[config.mk]
export PLATFORM = sky130hd
export DESIGN_NAME = ppi_div
export DESIGN_NICKNAME = d
export VERILOG_FILES = /design/src/rtl/particle_pool_integrator_macros.svh /design/src/rtl/ppi_div.sv
export SDC_FILE = /design/constraint.sdc
export NUM_CORES = 1
export LEC_CHECK = 0
export BUFFER_PORTS_ARGS = -buffer_cell sky130_fd_sc_hd__buf_2
export CELL_PAD_IN_SITES_DETAIL_PLACEMENT = 0
export CELL_PAD_IN_SITES_GLOBAL_PLACEMENT = 1
export CORE_MARGIN = 2
export CORE_UTILIZATION = 48
export DETAILED_ROUTE_END_ITERATION = 10
export PLACE_DENSITY = 0.95
export SYNTH_ARGS = -nofsm -noshare
export SYNTH_HDL_FRONTEND = slang
export SYNTH_SLANG_ARGS = --single-unit
[constraint.sdc]
create_clock -name clk -period 6.82 [get_ports clk]
set_input_delay 0.341 -clock clk [delete_from_list [all_inputs] [get_ports clk]]
set_output_delay 0.341 -clock clk [all_outputs]
set_load 0.01 [all_outputs]
[src/rtl/particle_pool_integrator_macros.svh]
// Assertion helpers used by the file that checks the pool logic.
`ifndef PARTICLE_POOL_INTEGRATOR_MACROS_SVH
`define PARTICLE_POOL_INTEGRATOR_MACROS_SVH

`define PPI_CHECK(lbl, prop, msg) \
  lbl: assert property (@(posedge clk) disable iff (!rst_n) prop) else $error(msg);

`define PPI_NEXT(lbl, ante, cons, msg) \
  lbl: assert property (@(posedge clk) disable iff (!rst_n) (ante) |=> (cons)) else $error(msg);

`endif

[src/rtl/ppi_div.sv]
module ppi_div #(
  parameter int NW = 32,
  parameter int DW = 24,
  parameter int QW = 8
) (
  input  logic          clk,
  input  logic          rst_n,
  input  logic          start,
  input  logic [NW-1:0] num,
  input  logic [DW-1:0] den,
  output logic          busy,
  output logic [QW-1:0] quo
);

  localparam int CW = $clog2(QW + 1);

  logic [DW-1:0] rem_r, rem_nxt;
  logic [QW-1:0] lo_r, lo_nxt;
  logic [DW-1:0] den_r;
  logic [CW-1:0] cnt_r, cnt_nxt;
  logic [DW:0]   trial;
  logic          take;

  assign trial = {rem_r, lo_r[QW-1]};
  assign take  = trial >= {1'b0, den_r};

  always_comb begin
    rem_nxt = rem_r;
    lo_nxt  = lo_r;
    cnt_nxt = cnt_r;
    if (start) begin
      rem_nxt = DW'(num >> QW);
      lo_nxt  = num[QW-1:0];
      cnt_nxt = CW'(QW);
    end else if (cnt_r != '0) begin
      rem_nxt = take ? DW'(trial - {1'b0, den_r}) : trial[DW-1:0];
      lo_nxt  = {lo_r[QW-2:0], take};
      cnt_nxt = cnt_r - 1'b1;
    end
  end

  always_ff @(posedge clk) begin
    if (!rst_n) begin
      cnt_r <= '0;
    end else begin
      cnt_r <= cnt_nxt;
    end
  end

  always_ff @(posedge clk) begin
    rem_r <= rem_nxt;
    lo_r  <= lo_nxt;
    if (start) begin
      den_r <= den;
    end
  end

  assign busy = cnt_r != '0;
  assign quo  = lo_r;

endmodule

* Yosys cells after proc, flatten, opt, wreduce, memory -nomap -nowiden
Index checks and enable logic that the tools add are counted.
** Word-level totals
- Output and inout bits :: 9
- Register bits :: 60
- Word-level logic and storage cells :: 19
- Input bits :: 59
** Operators by class
- Reduce and logical (&&, ||, !) cells :: 3
- Add/subtract/negate cells :: 2
- Magnitude comparators :: 1
- Muxes and demuxes :: 7
- Bitwise operators :: 1
** Operators by type and width (number)
- 24-bit 2-to-1 mux :: 3
- 25-bit by 24-bit >= comparator with 1-bit output :: 1
- 24-bit subtractor :: 1
- 8-bit 2-to-1 mux :: 2
- 4-bit 2-to-1 mux :: 2
- 4-bit nonzero test :: 1
- 4-bit by 1-bit subtractor with 4-bit output, second input constant :: 1
- 2-bit nonzero test :: 1
- 2-bit OR reduction :: 1
- 1-bit inverter :: 1

* Logic depth before layout (Yosys ltp)
Gate-level depths: netlist (run 1).
- Depth in word-level cells :: 4
- Gate-level depth with buffers :: 12
- Gate-level depth less buffers :: 11

* Worst setup path before layout (run 1)
OpenSTA, ideal clock, no wires.
- Path kind :: reg-to-reg
- Start :: reg lo_r[7], in the netlist quo[7]
- End :: reg rem_r[22] (data pin)
- Library setup time :: 254 ps
- Cell stages (with the launch flop) :: 12
- Clock period less this slack :: 2739 ps
- Buffers on the path :: 0
- Setup slack :: 4081 ps
- Data required time :: 6566 ps
- Arrival time :: 2486 ps
- Path through :: edfxtp_1 -> inv_1 -> ha_1 -> fa_1 -> nor2b_1 -> o2111ai_1 -> a31oi_1 -> o211ai_2 -> o311ai_1 -> o41ai_2 -> xnor2_1 -> a21o_1
** Between the ends
- Cells in the longest elaborated chain, start to end :: 4
- Elaborated cells on any way between the ends :: 5
- Classes of those cells :: add/sub (1); order compare (1); mux (3)
** Ends and longest elaborated chain
- start, declared :: RTL line ppi_div.sv:18 : logic [QW-1:0] lo_r, lo_nxt;
- start signal, assigned :: RTL line ppi_div.sv:52 : lo_r <= lo_nxt;
- 24-bit subtractor / 25-bit by 24-bit >= comparator with 1-bit output (equally long branches) :: RTL line ppi_div.sv:36, ppi_div.sv:25
- 24-bit 2-to-1 mux * :: RTL line ppi_div.sv:36 : rem_nxt = take ? DW'(trial - {1'b0, den_r}) : trial[DW-1:0];
- 24-bit 2-to-1 mux * :: RTL line ppi_div.sv:35 : end else if (cnt_r != '0) begin
- 24-bit 2-to-1 mux * :: RTL line ppi_div.sv:31 : if (start) begin
- net rem_nxt[22] :: RTL line ppi_div.sv:17 : logic [DW-1:0] rem_r, rem_nxt;
- end signal, assigned :: RTL line ppi_div.sv:51 : rem_r <= rem_nxt;
- end, declared :: RTL line ppi_div.sv:17
Mark *: on every way through the listed nets, which the timed path passes. The rest lies on a longest branch. The select of a mux whose other input is x is not followed.
A chain may end at the register's enable or synchronous reset.

* Final worst setup path (run 1)
Ends and elaborated chain as after synthesis.

==> results of run 1 <==
==> worst max path at each step <==
stage	startpoint	end	slack (ns)	cells after the start
detailed placement	quo[7]	rem_r[22]	3.66	11
CTS	quo[7]	rem_r[22]	3.58	11
global route	quo[7]	rem_r[22]	3.39	11
floorplan	quo[7]	rem_r[22]	4.08	11
finish	quo[7]	rem_r[22]	3.57	11
global placement	quo[7]	rem_r[22]	3.69	11
==> state kept, by name (all words and copies together), names as in the netlist <==
register / flops
quo: 8
den_r: 24
rem_r: 24
cnt_r: 4
==> final cells by class <==
cell class	instances	area [µm²]
Clock inverter	3	20.0
Timing Repair Buffer	69	350
Tap cell	105	131
Clock buffer	13	169
Inverter	32	120
Multi-Input combinational cell	275	1980
Fill cell	765	3560
Sequential cell	60	1760
==> metrics by stage <==
stage / total power, W / cell area [µm²]
after floorplan: 0.00149 / 3950
after global placement: 0.00165 / 4350
after detailed placement: 0.00167 / 4350
after CTS: 0.00199 / 4530
after global routing: 0.00215 / 4530
final: 0.00198 / 4530
==> where the power goes <==
group          internal [W]  switching [W]  total [W]  leakage [nW]
Clock              0.000161       0.000144   0.000306        0.0917
Combinational      0.000470       0.000613    0.00108          1.34
Sequential         0.000540      0.0000546   0.000594         0.596
==> kinds of logic (layout without fill, tap and decap cells) <==
group,Yosys count,in the layout,share of synthesized area [%]
muxes,26,26,6.81
AOI/OAI and AO/OA,103,103,18.1
buffers and inverters,46,117,5.26
and+or+nand+nor,100,100,12.3
DFF,60,60,44.6
xor gates and xnor gates,19,19,4.21
adders and majority gates,27,27,8.74
==> critical path: stages (launching register included) <==
cell       delay, ns
edfxtp_1        0.38
inv_1           0.06
ha_1            0.22
fa_1            0.42
nor2b_1         0.18
o2111ai_1       0.16
a31oi_1         0.38
o211ai_2        0.20
o311ai_1        0.56
o41ai_2         0.14
xnor2_1         0.14
a21o_1          0.18
==> layout by cell type (no fill, tap or decap), types with 3 or more instances in the layout <==
cell type / netlist / routed
dfxtp_1: 4 / 4
nand2_1: 34 / 34
a21o_1: 10 / 10
edfxtp_1: 56 / 56
a211oi_1: 3 / 3
o21ai_1: 11 / 11
inv_1: 32 / 32
o21bai_1: 3 / 3
xor2_1: 8 / 8
a21oi_1: 24 / 24
mux2i_1: 19 / 19
buf_2: 4 / 67
nor2_1: 26 / 26
nand3_1: 10 / 10
nor2b_1: 3 / 3
o21a_1: 4 / 4
nor3_1: 6 / 6
o211ai_1: 5 / 5
or3_1: 5 / 5
clkbuf_8: 0 / 12
mux2_2: 7 / 7
o21ai_0: 16 / 16
a31oi_1: 5 / 5
xnor2_1: 11 / 11
ha_1: 26 / 26
==> routing by layer <==
metal / up-vias / part of all wire, %
met1: 1404 / 47
met5: - / 0
met2: 55 / 48
li1: 1530 / -
met3: 10 / 4.0
met4: 0 / 1.1
==> metrics.cfg, run 1 <==
[logic_synthesis]
synthArstFlopShare_pct=0
synthCells=381
yosysUniqueCellTypes=59
netlist_top_cells_count=edfxtp_1 (56), nand2_1 (34), inv_1 (32), ha_1 (26), nor2_1 (26)
synthFlopType=edfxtp_1
yosys.cell_count.top_type=edfxtp_1
synth_top_area_share_pct=42.6
yosys_warnings=0
synth_seq_area_share_pct=44.6
yosys.area.top_type=edfxtp_1
ys_top_cells_by_area=edfxtp_1 (43%), ha_1 (8.2%), mux2i_1 (4.8%)
ys_ff_latch=60
synth_nets=467
synth_area_um2=3950
avgSynthCellArea_um2=10.4
synth_edf_count=56

[pwr]
vdd_ir_drop_max_uv=191
power_density_nw_per_um2=437
p_leak_nw=2.02

[drt]
drt_wl_total_um=8060
via_count=2999
wl_per_cell_um=14.5
drtIter0Drc=146
drc=0
first_pass_iters=4
postRouteAntennaNets=0
drt-vias-per-instance=5.38

[worst_setup_path]
r2r_slack_ns=3.57
r2r-end=rem_r[22]
endpoint_kind=flop
critPathKind=flop to flop
crit_arrival_ns=3.35
crit_required_ns=6.92
start_kind=flop
crit_fanout=5
r2r-start=quo[7]
reg2regPathDepth=11

[clock_tree]
clockBufferDepth=2
worstSkewPairLatency_ns=0.34
cts-root-buf=clkbuf_8
cts_hold_buf=0
numCtsBuffers=9
postCtsSetupBuffers=0
clk_pin_slew_ns=0.07
cts_max_level=3
cts_resized=0
cts_tree=done
cts.sinks=60

[global_route]
grt_use_met1_pct=24.9
antenna_found_initial=0
grt_pass1_vias=2926
grt_pass1_wl_um=13300
grt_overflow=0
met2_usage_pct=30.9
grt_start_max_net_pins=72
grt_busiest_layer=met2
track_usage_pct=19.0
grtUsageMet3_pct=5.03

[placed_design]
dp.cells=541
place_hpwl_um=5650
gp_congestion=0.822
io_buffers=67
place_ws_ns=3.66

[sta]
grt_setup_unrepaired=no
period_share_pct=47.7
skew_ns=0.00783
holdWs_ns=0.168
slew_headroom_pct=32.7
setup_slack_ns=3.57
setup-tns-final_ns=0
setup_viol=0
max_clock_freq_mhz=308
worst_pin_slew_ns=1.01
fin_crit_ns=3.25
slew_violations=0
hold_viol=0

[final_layout]
num_antenna_cells=0
final_nets=533
final_layout_size_suffix_gt1_share_pct=23.2
fin_cells=557
syn2layout_area_growth_pct=14.8
post-route-util_pct=56.0

[min_path]
hold_class=input port to flop
hold_depth=1
whs_endpoint=den_r[21]
hold_start=den[21]

[run]
drv_cap=0

[floorplanning]
die_y_um=94.7
dieArea_um2=8970
rows=33
chipWidth_um=94.7
core_um2=8090
initial_core_util_pct=48.8
num_io_pins=68

[run_status]
status=finished clean

Note: power is estimated with default switching activity, not from simulation.
==> run 2: changes to the inputs <==
- CORE_UTILIZATION: 48 -> 44
- PLACE_DENSITY: 0.95 -> 0.89
- clock period: 6.82 -> 3.3 ns (I/O delays scaled with it)
==> metrics.cfg, run 2 (synthesis results as in run 1) <==
[pwr]
power_density_nw_per_um2=874
comb_power_share_pct=54.8
p_leak_nw=2.13
vdd_ir_drop_max_uv=447
p_sw_share_pct=41.1
netSwitchingPower_w=0.00173
p_total_w=0.00420
internal_power_w=0.00247
pwr-share-clk_pct=15.9
p_seq_share_pct=29.3

[placed_design]
dp.cells=546
io_buffers=67
place_hpwl_um=6030
place_ws_ns=0.260
gp_congestion=0.898

[worst_setup_path]
critPathTopFamily=compound AO/OA/AOI/OAI gates
crit_fanout=5
r2r-end=rem_r[22]
critPathSlowestCell=o311ai_1
cp.depth=11
r2r_slack_ns=0.25
path_cells=inv_1 > ha_1 > fa_1 > nor2b_1 > o2111ai_1 > a31oi_1 > o211ai_2 > o311ai_1 > o41ai_2 > xnor2_1 > a21o_1
start_kind=flop
r2r-start=quo[7]
cp_slowest_stage_delay_ns=0.50
crit_arrival_ns=3.17
crit_required_ns=3.41
reg2regPathDepth=11
critPathKind=flop to flop
crit_buf_inv=1
endpoint_kind=flop

[final_layout]
num_antenna_cells=0
final_nets=559
final_common_cell=buf_2
post-route-util_pct=55.1
mostFrequentLayoutCells=buf_2 (67), edfxtp_1 (56), nand2_1 (34)
final_layout_size_suffix_gt1_share_pct=22.6
fin_cells=586
syn2layout_area_growth_pct=21.6
nFillCells=795

[sta]
period_share_pct=92.5
worst_pin_slew_ns=0.761
slew_headroom_pct=49.3
max_clock_freq_mhz=328
setup-tns-final_ns=0
grt_setup_unrepaired=no
setup_viol=0
setup_slack_ns=0.248
hold_viol=0
slew_violations=0
skew_ns=0.0161
fin_crit_ns=3.05

[clock_tree]
cts_max_level=3
numCtsBuffers=9
cts.sinks=60
worstSkewPairLatency_ns=0.35
clockBufferDepth=2
clk_pin_slew_ns=0.08
cts_resized=0
cts_tree=done
cts-root-buf=clkbuf_8

[drt]
postRouteAntennaNets=0
drt_wl_total_um=8420
drc=0
first_pass_iters=4
wl_per_cell_um=14.4
via_count=3130
drt-vias-per-instance=5.34
drtIter0Drc=123

[floorplanning]
rows=34
initial_core_util_pct=45.3
dieArea_um2=9750
core_um2=8720
die_y_um=98.8
chipWidth_um=98.8
num_io_pins=68

[min_path]
hold_start=rst_n
hold_class=input port to flop
hold_depth=2
whs_endpoint=cnt_r[3]

[global_route]
grt_start_max_net_pins=71
grt_pass1_wl_um=13800
track_usage_pct=17.5
antenna_found_initial=0
grt_pass1_vias=3058
grt_overflow=0

[run]
drv_cap=0

[run_status]
status=finished clean

## run 2: cell count changes in the layout (fill, tap and decap cells not counted), sizes merged
cell and delta:
inv +1, bufinv +1, dlygate4sd3 +24, buf +2, clkinvlp +1, clkbuf -4
clkinv +1
## run 2: through the flow
step                area, µm²  hold WS [ns]
detailed placement       4360         0.343
global placement         4360         0.341
finish                   4800        0.0676
global route             4800        0.0599
CTS                      4800        0.0538
floorplan                3950         0.264
## run 2: how the worst max path moves through the flow
stage	to	startpoint	slack, ns
2_1_floorplan	rem_r[22]	quo[7]	0.56
3_3_place_gp	rem_r[22]	quo[7]	0.36
3_5_place_dp	rem_r[22]	quo[7]	0.26
4_1_cts	rem_r[22]	quo[7]	0.25
5_1_grt	rem_r[22]	quo[7]	0.03
6_report	rem_r[22]	quo[7]	0.25
## run 2: final cells by class
type	instances	area (µm²)	share of cell area, %
multi-input cells	275	1980	41.3
flip-flops and latches	60	1760	36.7
repair buffers	95	606	12.6
well taps	108	135	2.81
clock buffers	9	124	2.58
inverters	32	120	2.50
clock inverters	7	75.1	1.56
## run 2: timing repair
item	4_1_cts	5_1_grt
setup buffers	0	0
hold buffers	24	0
endpoints found under the hold margin	24	0
## run 2: layer usage
layer	GRT usage (%)	share of wire (%)	up-vias	routed length, µm
met5	0	0	-	0
met4	5.16	0.72	0	61
met3	4.61	4.2	6	357
met2	29.3	49	64	4100
met1	22.3	46	1479	3900
li1	-	-	1581	-
## run 2: power by group through the flow
stage          Sequential [W]  Clock [W]  Combinational [W]
2_1_floorplan         0.00122          0            0.00186
3_3_place_gp          0.00123          0            0.00222
3_5_place_dp          0.00124          0            0.00226
4_1_cts               0.00123   0.000685            0.00230
5_1_grt               0.00126   0.000719            0.00256
6_report              0.00123   0.000669            0.00230
==> run 3: changes to the inputs <==
- CTS_CLUSTER_DIAMETER: not set -> 30
- RECOVER_POWER: not set -> 50
- REMOVE_ABC_BUFFERS: not set -> 1
==> metrics.cfg, run 3 (synthesis results as in run 1) <==
[global_route]
met2_usage_pct=30.9
grtUsageMet3_pct=3.19
antenna_found_initial=0
track_usage_pct=17.8
grt_busiest_layer=met2
grt_start_max_net_pins=71
grt_pass1_wl_um=14000
grt_use_met1_pct=22.3
grt_overflow=0
grt_pass1_vias=3098

[floorplanning]
dieArea_um2=9750
die_y_um=98.8
num_io_pins=68
chipWidth_um=98.8
initial_core_util_pct=45.3
rows=34
core_um2=8720

[pwr]
power_density_nw_per_um2=901
p_leak_nw=2.14
p_total_w=0.00438
vdd_ir_drop_max_uv=380

[placed_design]
gp_congestion=0.791
io_buffers=67
dp.cells=546
place_ws_ns=0.332
place_hpwl_um=5970

[clock_tree]
cts-root-buf=clkbuf_8
clk_pin_slew_ns=0.08
cts_tree=done
postCtsSetupBuffers=0
cts.sinks=60
cts_max_level=3
numCtsBuffers=9
worstSkewPairLatency_ns=0.35
clockBufferDepth=2

[sta]
slew_violations=0
max_clock_freq_mhz=343
slew_headroom_pct=2.25
skew_ns=0.0120
setup_viol=0
setup_slack_ns=0.382
grt_setup_unrepaired=no
period_share_pct=88.4
worst_pin_slew_ns=1.47
fin_crit_ns=2.92
setup-tns-final_ns=0
hold_viol=0

[worst_setup_path]
endpoint_kind=flop
crit_fanout=17
path_cells=ha_1 > and3_1 > and2_4 > o211ai_1 > a21oi_2 > o21ai_4 > a21oi_4 > buf_12 > mux2i_1 > o21ai_0
start_kind=flop
cp_slowest_stage_delay_ns=0.44
critPathSlowestCell=ha_1
crit_required_ns=3.33
crit_arrival_ns=2.95
critPathKind=flop to flop

[drt]
drt_wl_total_um=8470
wl_per_cell_um=14.5
drtIter0Drc=137
via_count=3063
drc=0
first_pass_iters=5
drt-vias-per-instance=5.23
postRouteAntennaNets=0

[final_layout]
fin_cells=586
syn2layout_area_growth_pct=23.0
final_nets=559
num_antenna_cells=0
final_common_cell=buf_2
mostFrequentLayoutCells=buf_2 (58), edfxtp_1 (56), nand2_1 (34)
final_layout_size_suffix_gt1_share_pct=20.9

[run]
drv_cap=0

[run_status]
status=finished clean

[min_path]
hold_class=input port to flop

## run 3: final cells by class
cell class | count | area [µm²]
fill | 819 | 3860
multi-input combinational | 275 | 1990
sequential | 60 | 1760
timing repair buffer | 95 | 604
tap | 108 | 135
clock buffer | 9 | 124
clock inverter | 7 | 124
inverter | 32 | 120
## run 3: metal layers
layer  wire length (µm)  vias up
met4                 75        0
li1                   -     1581
met5                  0        -
met1               3870     1417
met3                360        6
met2               4160       59
## run 3: critical path, delay by kind of cell, from the launching register on
| kind | cells | cell delay, ns |
|---|---|---|
| AOI/OAI and AO/OA | 5 | 0.92 |
| adders and majority gates | 1 | 0.44 |
| DFF | 1 | 0.41 |
| and+or+nand+nor | 2 | 0.39 |
| buffers and inverters | 1 | 0.23 |
| muxes | 1 | 0.20 |
## run 3: timing repair
item                                    4_1_cts  5_1_grt
hold buffers                                 24        0
resized for setup                             0        1
endpoints found under the hold margin        24        0
endpoints found under the setup margin        0        2
## run 3: metrics by stage
stage / util [%] / cell area [µm²] / hold WS, ns
5_1_grt: 55.7 / 4860 / 0.0750
4_1_cts: 55.8 / 4860 / 0.0711
3_3_place_gp: 50.2 / 4380 / 0.343
6_report: 55.7 / 4860 / 0.0830
3_5_place_dp: 50.2 / 4380 / 0.343
2_1_floorplan: - / 3860 / 0.264
## run 3: final timing paths
kind             start       end  slack [ns]  depth (start not counted)
max          rem_r[17]  rem_r[5]        0.38                         10
min              rst_n  cnt_r[3]        0.08                          2
max reg2reg  rem_r[17]  rem_r[5]        0.38                         10
min reg2reg   cnt_r[1]  cnt_r[1]        0.52                          2
## run 3: power breakdown
group,switching (W),internal (W)
Clock,0.000325,0.000506
Combinational,0.00130,0.00102
Sequential,0.000113,0.00112
Total,0.00174,0.00264
